**config.mk**
```make
export PLATFORM = sky130hd
export DESIGN_NAME = dfs_topological_sort_core
export DESIGN_NICKNAME = d
export VERILOG_FILES = /design/src/rtl/dfsts_pkg.sv /design/src/rtl/dfsts_ctrl.sv /design/src/rtl/dfsts_dp.sv /design/src/rtl/dfs_topological_sort_core.sv
export SDC_FILE = /design/constraint.sdc
export NUM_CORES = 2
export LEC_CHECK = 0
export BUFFER_PORTS_ARGS = -buffer_cell sky130_fd_sc_hd__buf_4
export CAP_MARGIN = 30
export CORE_ASPECT_RATIO = 1.1
export CORE_UTILIZATION = 25
export CTS_CLUSTER_SIZE = 24
export DETAILED_ROUTE_END_ITERATION = 8
export RECOVER_POWER = 25
export REMOVE_ABC_BUFFERS = 1
export SYNTH_ARGS = -nofsm -noshare
export SYNTH_HDL_FRONTEND = slang
export SYNTH_HIERARCHICAL = 1
export SYNTH_SLANG_ARGS = --single-unit
```
**constraint.sdc**
```tcl
create_clock -name clk -period 8 [get_ports clk]
set_input_delay 0.8 -clock clk [delete_from_list [all_inputs] [get_ports clk]]
set_output_delay 0.8 -clock clk [all_outputs]
set_load 0.1 [all_outputs]
```
**src/rtl/dfsts_pkg.sv**
```systemverilog
`default_nettype none
// ----------------------------------------------------------------------------
// dfsts_pkg: shared definitions for the depth-first topological sort core
// Request codes, field widths, and the command and status groups that join
// the controller to the datapath.
// ----------------------------------------------------------------------------
package dfsts_pkg;

	localparam int NODE_W        = 6;
	localparam int MAX_NODES_DEF = 32;

	localparam logic [NODE_W-1:0] NODE_COUNT_RST = NODE_W'(32);

	localparam logic [1:0] REQ_CLEAR = 2'd0;
	localparam logic [1:0] REQ_EDGE  = 2'd1;
	localparam logic [1:0] REQ_RUN   = 2'd2;
	localparam logic [1:0] REQ_NONE  = 2'd3;

	// Commands from the controller, at most one walk step per cycle.
	typedef struct packed {
		logic clear_graph;
		logic load_req;
		logic write_edge;
		logic run_init;
		logic root_next;
		logic root_start;
		logic probe_next;
		logic push;
		logic pop;
		logic restore;
		logic emit_init;
		logic emit_step;
		logic emit_empty;
	} dfsts_cmd_t;

	// Status from the datapath.
	typedef struct packed {
		logic root_done;
		logic root_elig;
		logic probe_end;
		logic probe_hit;
		logic depth_full;
		logic depth_one;
		logic count_zero;
		logic emit_last;
	} dfsts_sts_t;

endpackage
`default_nettype wire

```
**src/rtl/dfsts_ctrl.sv**
```systemverilog
`default_nettype none
// ----------------------------------------------------------------------------
// dfsts_ctrl: sequencer for the sort core
// Decodes requests and steps the walk, root scan and emit phases.
// ----------------------------------------------------------------------------
module dfsts_ctrl (
	input  wire logic                   clk,
	input  wire logic                   arst_n,
	input  wire logic                   start,
	input  wire logic [1:0]             req_type,
	input  dfsts_pkg::dfsts_sts_t       sts,
	output logic                        busy,
	output dfsts_pkg::dfsts_cmd_t       cmd
);
	import dfsts_pkg::*;

	typedef enum logic [2:0] {
		S_IDLE,
		S_EDGE,
		S_ROOT,
		S_PROBE,
		S_RESTORE,
		S_EMIT
	} state_t;

	state_t state_q;
	state_t state_d;

	always_comb begin
		cmd     = '0;
		state_d = state_q;
		unique case (state_q)
			S_IDLE: begin
				if (start) begin
					unique case (req_type)
						REQ_CLEAR: cmd.clear_graph = 1'b1;
						REQ_EDGE: begin
							cmd.load_req = 1'b1;
							state_d      = S_EDGE;
						end
						REQ_RUN: begin
							cmd.run_init = 1'b1;
							state_d      = S_ROOT;
						end
						default: ;
					endcase
				end
			end
			S_EDGE: begin
				cmd.write_edge = 1'b1;
				state_d        = S_IDLE;
			end
			S_ROOT: begin
				if (sts.root_done) begin
					if (sts.count_zero) begin
						cmd.emit_empty = 1'b1;
						state_d        = S_IDLE;
					end else begin
						cmd.emit_init = 1'b1;
						state_d       = S_EMIT;
					end
				end else if (sts.root_elig) begin
					cmd.root_start = 1'b1;
					state_d        = S_PROBE;
				end else begin
					cmd.root_next = 1'b1;
				end
			end
			S_PROBE: begin
				if (!sts.probe_end && sts.probe_hit && !sts.depth_full) begin
					cmd.push = 1'b1;
				end else if (!sts.probe_end && !sts.probe_hit) begin
					cmd.probe_next = 1'b1;
				end else begin
					cmd.pop = 1'b1;
					state_d = sts.depth_one ? S_ROOT : S_RESTORE;
				end
			end
			S_RESTORE: begin
				cmd.restore = 1'b1;
				state_d     = S_PROBE;
			end
			S_EMIT: begin
				cmd.emit_step = 1'b1;
				if (sts.emit_last) begin
					state_d = S_IDLE;
				end
			end
			default: state_d = S_IDLE;
		endcase
	end

	always_ff @(posedge clk or negedge arst_n) begin
		if (!arst_n) begin
			state_q <= S_IDLE;
		end else begin
			state_q <= state_d;
		end
	end

	assign busy = (state_q != S_IDLE);

endmodule
`default_nettype wire

```
**src/rtl/dfsts_dp.sv**
```systemverilog
`default_nettype none
// ----------------------------------------------------------------------------
// dfsts_dp: datapath of the sort core
// Adjacency memory, walk stack, post-order memory, marks and counters.
// ----------------------------------------------------------------------------
module dfsts_dp #(
	parameter int MAX_NODES = dfsts_pkg::MAX_NODES_DEF
) (
	input  wire logic                        clk,
	input  wire logic                        arst_n,
	input  wire logic [dfsts_pkg::NODE_W-1:0] src_node,
	input  wire logic [dfsts_pkg::NODE_W-1:0] dst_node,
	input  wire logic                        cfg_write,
	input  wire logic [dfsts_pkg::NODE_W-1:0] cfg_data,
	input  dfsts_pkg::dfsts_cmd_t            cmd,
	output dfsts_pkg::dfsts_sts_t            sts,
	output logic                             result_valid,
	output logic [dfsts_pkg::NODE_W-1:0]     node_index,
	output logic                             last,
	output logic                             empty_res
);
	import dfsts_pkg::*;

	localparam int IW = $clog2(MAX_NODES);
	localparam int CW = $clog2(MAX_NODES + 1);
	localparam int VW = NODE_W + 1;
	localparam logic [VW-1:0] MAXV = VW'(MAX_NODES);
	localparam logic [CW-1:0] MAXC = CW'(MAX_NODES);

	typedef struct packed {
		logic [NODE_W-1:0] node;
		logic [VW-1:0]     next;
	} frame_t;

	// Storage.
	logic [MAX_NODES-1:0] adj_mem [MAX_NODES];
	frame_t               stk_mem [MAX_NODES];
	logic [NODE_W-1:0]    po_mem  [MAX_NODES];

	logic [MAX_NODES-1:0] adj_rd_q;
	logic                 adj_rdv_q;
	frame_t               stk_rd_q;
	logic [NODE_W-1:0]    po_rd_q;

	logic [NODE_W-1:0]    node_count_q;
	logic [NODE_W-1:0]    src_q;
	logic [NODE_W-1:0]    dst_q;
	logic                 edge_ok_q;
	logic [MAX_NODES-1:0] row_vld_q;
	logic [MAX_NODES-1:0] has_parent_q;
	logic [MAX_NODES-1:0] visited_q;
	logic [VW-1:0]        root_q;
	logic [NODE_W-1:0]    cur_u_q;
	logic [VW-1:0]        cur_v_q;
	logic [CW-1:0]        depth_q;
	logic [CW-1:0]        count_q;
	logic [IW-1:0]        emit_q;
	logic                 out_valid_q;
	logic                 last_q;
	logic                 empty_q;

	// Derived values.
	logic [VW-1:0]        n_lim;
	logic [NODE_W-1:0]    src_m1;
	logic [NODE_W-1:0]    srcq_m1;
	logic [NODE_W-1:0]    dstq_m1;
	logic [VW-1:0]        root_m1;
	logic [VW-1:0]        v_m1;
	logic [NODE_W-1:0]    stk_u_m1;
	logic [CW-1:0]        depth_m1;
	logic [CW-1:0]        depth_m2;
	logic [CW-1:0]        count_m1;
	logic [IW-1:0]        root_idx;
	logic [IW-1:0]        v_idx;
	logic                 edge_ok;
	logic [MAX_NODES-1:0] row_eff;
	logic                 adj_re;
	logic [IW-1:0]        adj_ra;
	logic                 adj_we;
	logic [IW-1:0]        adj_wa;
	logic [MAX_NODES-1:0] adj_wd;
	logic                 po_we;

	always_comb begin
		n_lim    = ({1'b0, node_count_q} > MAXV) ? MAXV : {1'b0, node_count_q};
		src_m1   = src_node - 1'b1;
		srcq_m1  = src_q - 1'b1;
		dstq_m1  = dst_q - 1'b1;
		root_m1  = root_q - 1'b1;
		v_m1     = cur_v_q - 1'b1;
		stk_u_m1 = stk_rd_q.node - 1'b1;
		depth_m1 = depth_q - 1'b1;
		depth_m2 = depth_q - 2'd2;
		count_m1 = count_q - 1'b1;
		root_idx = root_m1[IW-1:0];
		v_idx    = v_m1[IW-1:0];
		edge_ok  = (src_node != '0) && ({1'b0, src_node} <= MAXV) &&
		           (dst_node != '0) && ({1'b0, dst_node} <= MAXV);
		row_eff  = adj_rdv_q ? adj_rd_q : '0;
	end

	// Adjacency port selection: one read and one write per cycle at most.
	always_comb begin
		adj_re = cmd.load_req | cmd.root_start | cmd.push | cmd.restore;
		if (cmd.load_req) begin
			adj_ra = src_m1[IW-1:0];
		end else if (cmd.root_start) begin
			adj_ra = root_idx;
		end else if (cmd.push) begin
			adj_ra = v_idx;
		end else begin
			adj_ra = stk_u_m1[IW-1:0];
		end
		adj_we = cmd.write_edge & edge_ok_q;
		adj_wa = srcq_m1[IW-1:0];
		adj_wd = row_eff | ({{(MAX_NODES-1){1'b0}}, 1'b1} << dstq_m1[IW-1:0]);
		po_we  = cmd.pop && (count_q != MAXC);
	end

	always_ff @(posedge clk) begin
		if (adj_we) begin
			adj_mem[adj_wa] <= adj_wd;
		end
		if (adj_re) begin
			adj_rd_q  <= adj_mem[adj_ra];
			adj_rdv_q <= row_vld_q[adj_ra];
		end
	end

	always_ff @(posedge clk) begin
		if (cmd.push) begin
			stk_mem[depth_m1[IW-1:0]] <= '{node: cur_u_q, next: cur_v_q + 1'b1};
		end
		if (cmd.pop) begin
			stk_rd_q <= stk_mem[depth_m2[IW-1:0]];
		end
	end

	always_ff @(posedge clk) begin
		if (po_we) begin
			po_mem[count_q[IW-1:0]] <= cur_u_q;
		end
		if (cmd.emit_step) begin
			po_rd_q <= po_mem[emit_q];
		end else if (cmd.emit_empty) begin
			po_rd_q <= '0;
		end
	end

	always_ff @(posedge clk) begin
		if (cmd.load_req) begin
			src_q     <= src_node;
			dst_q     <= dst_node;
			edge_ok_q <= edge_ok;
		end
	end

	always_ff @(posedge clk or negedge arst_n) begin
		if (!arst_n) begin
			node_count_q <= NODE_COUNT_RST;
			row_vld_q    <= '0;
			has_parent_q <= '0;
			visited_q    <= '0;
			root_q       <= '0;
			cur_u_q      <= '0;
			cur_v_q      <= '0;
			depth_q      <= '0;
			count_q      <= '0;
			emit_q       <= '0;
			out_valid_q  <= 1'b0;
			last_q       <= 1'b0;
			empty_q      <= 1'b0;
		end else begin
			if (cfg_write) begin
				node_count_q <= cfg_data;
			end
			if (cmd.clear_graph) begin
				row_vld_q    <= '0;
				has_parent_q <= '0;
			end
			if (adj_we) begin
				row_vld_q[adj_wa]                <= 1'b1;
				has_parent_q[dstq_m1[IW-1:0]]    <= 1'b1;
			end
			if (cmd.run_init) begin
				visited_q <= '0;
				count_q   <= '0;
				depth_q   <= '0;
				root_q    <= VW'(1);
			end
			if (cmd.root_next) begin
				root_q <= root_q + 1'b1;
			end
			if (cmd.root_start) begin
				visited_q[root_idx] <= 1'b1;
				cur_u_q             <= root_q[NODE_W-1:0];
				cur_v_q             <= VW'(1);
				depth_q             <= CW'(1);
				root_q              <= root_q + 1'b1;
			end
			if (cmd.probe_next) begin
				cur_v_q <= cur_v_q + 1'b1;
			end
			if (cmd.push) begin
				visited_q[v_idx] <= 1'b1;
				cur_u_q          <= cur_v_q[NODE_W-1:0];
				cur_v_q          <= VW'(1);
				depth_q          <= depth_q + 1'b1;
			end
			if (cmd.pop) begin
				depth_q <= depth_m1;
				if (po_we) begin
					count_q <= count_q + 1'b1;
				end
			end
			if (cmd.restore) begin
				cur_u_q <= stk_rd_q.node;
				cur_v_q <= stk_rd_q.next;
			end
			if (cmd.emit_init) begin
				emit_q <= count_m1[IW-1:0];
			end
			if (cmd.emit_step) begin
				emit_q <= emit_q - 1'b1;
			end
			out_valid_q <= cmd.emit_step | cmd.emit_empty;
			last_q      <= cmd.emit_step && (emit_q == '0);
			empty_q     <= cmd.emit_empty;
		end
	end

	always_comb begin
		sts.root_done  = (root_q > n_lim);
		sts.root_elig  = !visited_q[root_idx] && !has_parent_q[root_idx];
		sts.probe_end  = (cur_v_q > n_lim);
		sts.probe_hit  = row_eff[v_idx] && !visited_q[v_idx];
		sts.depth_full = (depth_q == MAXC);
		sts.depth_one  = (depth_q == CW'(1));
		sts.count_zero = (count_q == '0);
		sts.emit_last  = (emit_q == '0);
	end

	assign result_valid = out_valid_q;
	assign node_index   = po_rd_q;
	assign last         = last_q;
	assign empty_res    = empty_q;

endmodule
`default_nettype wire

```
**src/rtl/dfs_topological_sort_core.sv**
```systemverilog
`default_nettype none
// ----------------------------------------------------------------------------
// dfs_topological_sort_core: depth-first topological sort engine
// Loads directed edges into an adjacency memory and, on request, emits the
// nodes in topological order found by a depth-first walk.
// ----------------------------------------------------------------------------
// A request word is taken when start is high and busy is low. A clear request
// leaves busy low; an add-edge request reads the source row and writes it
// back, holding busy for one cycle. A run request scans the roots in
// increasing index and walks from every parentless node, probing one child
// of the current node per cycle through the single adjacency read port, so
// the walk spends its time probing the candidate children of each visited
// node, checking each root candidate, ending the root scan and returning to
// each parent. The ordered words then follow on consecutive cycles, one per
// node, with last high on the final one; when no parentless node exists a
// single word with empty_res high is given instead. Each result word is on
// the result ports for one cycle only, marked by result_valid: the receiver
// cannot stall the block and must take every word as it comes. Nodes reached
// only through cycles are not emitted. Adjacency rows carry valid bits that a
// clear drops, so no clearing pass is needed after reset. node_count may be
// written whenever the core is idle.
// ----------------------------------------------------------------------------
module dfs_topological_sort_core #(
	parameter int MAX_NODES = dfsts_pkg::MAX_NODES_DEF
) (
	input  wire logic                         clk,
	input  wire logic                         arst_n,
	input  wire logic                         start,
	output logic                              busy,
	input  wire logic [1:0]                   req_type,
	input  wire logic [dfsts_pkg::NODE_W-1:0] src_node,
	input  wire logic [dfsts_pkg::NODE_W-1:0] dst_node,
	input  wire logic                         cfg_valid,
	output logic                              cfg_ready,
	input  wire logic [dfsts_pkg::NODE_W-1:0] cfg_data,
	output logic                              result_valid,
	output logic [dfsts_pkg::NODE_W-1:0]      node_index,
	output logic                              last,
	output logic                              empty_res
);
	import dfsts_pkg::*;

	dfsts_cmd_t cmd;
	dfsts_sts_t sts;

	// The register write is always taken in the cycle it is offered.
	assign cfg_ready = 1'b1;

	dfsts_ctrl u_ctrl (
		.clk      (clk),
		.arst_n   (arst_n),
		.start    (start),
		.req_type (req_type),
		.sts      (sts),
		.busy     (busy),
		.cmd      (cmd)
	);

	dfsts_dp #(
		.MAX_NODES (MAX_NODES)
	) u_dp (
		.clk          (clk),
		.arst_n       (arst_n),
		.src_node     (src_node),
		.dst_node     (dst_node),
		.cfg_write    (cfg_valid & cfg_ready),
		.cfg_data     (cfg_data),
		.cmd          (cmd),
		.sts          (sts),
		.result_valid (result_valid),
		.node_index   (node_index),
		.last         (last),
		.empty_res    (empty_res)
	);

	// The walk takes at most one step per cycle.
	a_one_step: assert property (@(posedge clk) disable iff (!arst_n)
		$onehot0({cmd.push, cmd.pop, cmd.probe_next, cmd.restore, cmd.root_start,
		          cmd.emit_step}))
		else $error("more than one walk step in a cycle");

	// An accepted edge request holds the core busy while its row is written back.
	a_edge_busy: assert property (@(posedge clk) disable iff (!arst_n)
		(start && !busy && req_type == REQ_EDGE) |=> busy)
		else $error("edge request did not hold busy");

	// The emitted order runs without gaps up to its last word.
	a_no_gap: assert property (@(posedge clk) disable iff (!arst_n)
		(result_valid && !last && !empty_res) |=> (result_valid && !empty_res))
		else $error("gap in emitted order");

	// The empty result carries node zero and no last mark.
	a_empty_word: assert property (@(posedge clk) disable iff (!arst_n)
		(result_valid && empty_res) |-> (node_index == '0 && !last))
		else $error("malformed empty result");

	// Nothing follows the last word directly.
	a_after_last: assert property (@(posedge clk) disable iff (!arst_n)
		(result_valid && last) |=> !result_valid)
		else $error("result word after last");

endmodule
`default_nettype wire

```
==> impl_metrics.env <==
export IMPL_status="complete, but fails checks"
export IMPL_violations="capacitance limit, slew limit"
export IMPL_die_x_um=572
export IMPL_viasPerCell=5.42
export IMPL_numCtsBuffers=187
export IMPL_via_count=63021
export IMPL_grt_max_degree=210
export IMPL_grt_overflow=0
export IMPL_p_clk_frac=0.230
export IMPL_area_growth_pct=14.5
export IMPL_crit_cells=21
export IMPL_finalClockSkew_ps=92.6
export IMPL_yosysWarnings=6
export IMPL_ys_top_cells_by_count="edfxtp_1 (1,695), nand2_1 (927), nor2_1 (492)"
export IMPL_ys_seq_area_frac=0.610
export IMPL_setup_worst_path_start_class="flip-flop"
export IMPL_synth_edff_count=1695
export IMPL_rsz0062_at_grt="false"
export IMPL_combPwrFrac=0.437
export IMPL_cts_tree="yes"
export IMPL_cts_root_buf="clkbuf_16"
export IMPL_worstSetupPathType="flip-flop to flip-flop"
export IMPL_clkTransAtPathRegs_ps=60
export IMPL_routed_wl_um=292000
export IMPL_placed_area_um2=96000
export IMPL_crit_start="u_dp/cur_v_q[0]"
export IMPL_nets=6783
export IMPL_worstRegToRegCells=21
export IMPL_switchingPower_mw=16.0
export IMPL_fill_cells=35563
export IMPL_dieArea_um2=360000
export IMPL_yosys_register_bits=1840
export IMPL_cp_top_family="buffers and inverters"
export IMPL_relSlewSlack=-2.15
export IMPL_power_share_sequential=0.333
export IMPL_synthArstFlopShare=0.0788
export IMPL_rows=229
export IMPL_p_int_mw=23.6
export IMPL_max_freq_mhz=146
export IMPL_ios=35
export IMPL_drive_gt1_frac=0.166
export IMPL_route_met3_wl_um=29400
export IMPL_grt_pass1_wl_um=426000
export IMPL_grt_usage=0.157
export IMPL_synth_ff_type="edfxtp_1"
export IMPL_top_layer="met5"
export IMPL_core_area_um2=355000
export IMPL_place_congestion=0.871
export IMPL_slew_violations=749
export IMPL_p_sw_frac=0.404
export IMPL_path_cells="inv_1, clkbuf_1, ha_1, nor2b_1, o21a_1, o21a_1, o21ai_0, nand2b_1, a21oi_1, o21bai_1, or3b_2, nor2_4, mux2i_4, buf_12, buf_4, and3_1, a31oi_1, a211oi_1, a21oi_1, a211o_1, nand4_1"
export IMPL_worstPathRequired_ps=8670
export IMPL_end_kind="flip-flop"
export IMPL_slowest_stage="clkbuf_1"
export IMPL_drt_met1_wl_um=108000
export IMPL_fin_area_um2=102000
export IMPL_r2r_slack_ps=1130
export IMPL_drv_cap=17
export IMPL_synthMostInstantiatedCell="edfxtp_1"
export IMPL_r2r_end="u_dp/adj_rd_q[27]"
export IMPL_synth_area_leaders="edfxtp_1 (57%), mux4_2 (8.1%), mux2i_1 (5.0%), dfrtp_1 (4.0%), nand2_1 (3.9%)"
export IMPL_numPortBuffers=33
export IMPL_vdd_ir_drop_max_v=0.000539
export IMPL_ys_types=85
export IMPL_endpoint="u_dp/adj_rd_q[27]"
export IMPL_cp_max_fo=93
export IMPL_setup_viol=0
export IMPL_worst_pin_slew_ps=4730
export IMPL_dr_pass1_iters=6
export IMPL_start_util=0.252
export IMPL_die_h_um=629
export IMPL_syn_inst=6838
export IMPL_syn_area_um2=89400
export IMPL_hold_path_class="primary input to flip-flop"
export IMPL_p_total_mw=39.5
export IMPL_grt_pass1_vias=63145
export IMPL_power_density_nw_per_um2=386
export IMPL_cts_sinks=1840
export IMPL_path_buf_inv=4
export IMPL_hpwl_um=160000
export IMPL_clock_latency_ps=900
export IMPL_antenna_found_initial=10
export IMPL_postCtsSetupBuffers=0
export IMPL_arrival_ps=7540
export IMPL_hold_viol_final=0
export IMPL_clock_path_buffers=3
export IMPL_yosysTopAreaCellShare=0.570
export IMPL_wl_met2_um=138000
export IMPL_final_min_clock_period_ps=6870
export IMPL_synth_top_cell_by_area="edfxtp_1"
export IMPL_ctsHtreeMaxLevel=4
export IMPL_cpPeakStageDelay_ps=1210
export IMPL_rr_startpoint="u_dp/cur_v_q[0]"
export IMPL_drt_initial_drc_count=7471
export IMPL_syn_area_per_cell_um2=13.1
export IMPL_postRouteAntennaNets=0
export IMPL_fin_crit_sh=0.859
export IMPL_wl_per_cell_um=25.1
export IMPL_drc=0
export IMPL_p_leak_nw=33.9
-- routing by layer --
metal  vias up  track usage
li1      26274            -
met1     32042        0.194
met2      3795        0.259
met3       908       0.0302
met4         2       0.0799
met5         -            0
-- cell usage in the layout, fill, tap and decap left out, types with 43 or more instances in the layout --
cell type	n
clkbuf_16	187
inv_1	111
edfxtp_1	1695
nand3_1	126
and3_1	69
a311o_1	128
buf_4	179
o211ai_1	70
dfrtp_1	138
clkbuf_1	72
a21oi_1	447
a31oi_1	88
nand2_1	921
nor2_1	456
a31o_2	93
a211oi_1	70
mux2_2	119
nor3_1	43
o311ai_0	48
mux2i_1	449
mux4_2	322
o22ai_1	70
a211o_1	63
o21ai_0	238
nor4_1	67
-- repair_timing --
| item | in CTS | in global routing |
|---|---|---|
| gates resized for setup | 0 | 0 |
| hold buffers | 1 | 0 |
| hold endpoints to repair | 9 | 0 |
-- power by group through the flow --
stage               Sequential [mW]  Clock, mW  Combinational, mW
floorplan                      13.3          0               11.3
global placement               13.4          0               16.3
detailed placement             13.3          0               17.0
CTS                            13.1       9.20               17.0
global route                   13.2       9.54               18.2
finish                         13.2       9.08               17.3
-- kinds of logic (layout without fill, tap and decap cells) --
| logic type | after synthesis | in the layout | synth area share |
|---|---|---|---|
| DFF | 1840 | 1840 | 0.610 |
| buffers and inverters | 685 | 729 | 0.0320 |
| muxes | 893 | 893 | 0.147 |
| AOI/OAI and AO/OA | 1490 | 1490 | 0.113 |
| other | 1 | 7 | 0.0000420 |
| adders and majority gates | 36 | 36 | 0.00504 |
| xor gates and xnor gates | 37 | 37 | 0.00409 |
| and+or+nand+nor | 1856 | 1856 | 0.0891 |
-- per-stage QoR --
stage	setup slack [ps]	hold WS (ps)	utilization	setup TNS [ps]	instances
final	1130	165	0.288	0	11623
after global routing	823	143	0.288	0	11620
after CTS	1480	91.9	0.289	0	11610
after floorplan	-42080	443	-	-3115520	6265
after global placement	1430	472	0.269	0	11230
after detailed placement	1520	465	0.271	0	11261
-- state kept, by name, summed over array words and instances (netlist names), 7 cells and up --
name,flops
u_dp/po_mem,192
u_dp/cur_v_q,7
u_dp/stk_rd_q,13
u_dp/visited_q,32
u_dp/adj_rd_q,32
u_dp/has_parent_q,32
u_dp/root_q,7
u_dp/stk_mem,416
u_dp/row_vld_q,32
u_dp/adj_mem,1024
-- final cells by class --
cell class	count	area, um^2	share of cell area
multi-input cells	4313	32500	0.317
flip-flops and latches	1840	54500	0.533
diodes	6	15.0	0.000147
well taps	4735	5920	0.0579
inverters	112	428	0.00418
repair buffers	269	2500	0.0244
clock buffers	229	4910	0.0480
clock inverters	119	1530	0.0149
-- worst min-delay path by stage --
| stage | cells past startpoint | endpoint | slack (ps) | start |
|---|---|---|---|---|
| detailed placement | 1 | u_dp/root_q[6] | 460 | u_dp/root_q[6] |
| global placement | 1 | u_dp/root_q[6] | 470 | u_dp/root_q[6] |
| floorplan | 2 | u_dp/cur_v_q[2] | 440 | u_dp/stk_rd_q[2] |
| CTS | 1 | u_dp/dst_q[1] | 90 | dst_node[1] |
| finish | 2 | u_dp/node_count_q[4] | 170 | cfg_data[4] |
| global route | 2 | u_dp/node_count_q[4] | 140 | cfg_data[4] |
(Power assumes the default switching activity.)
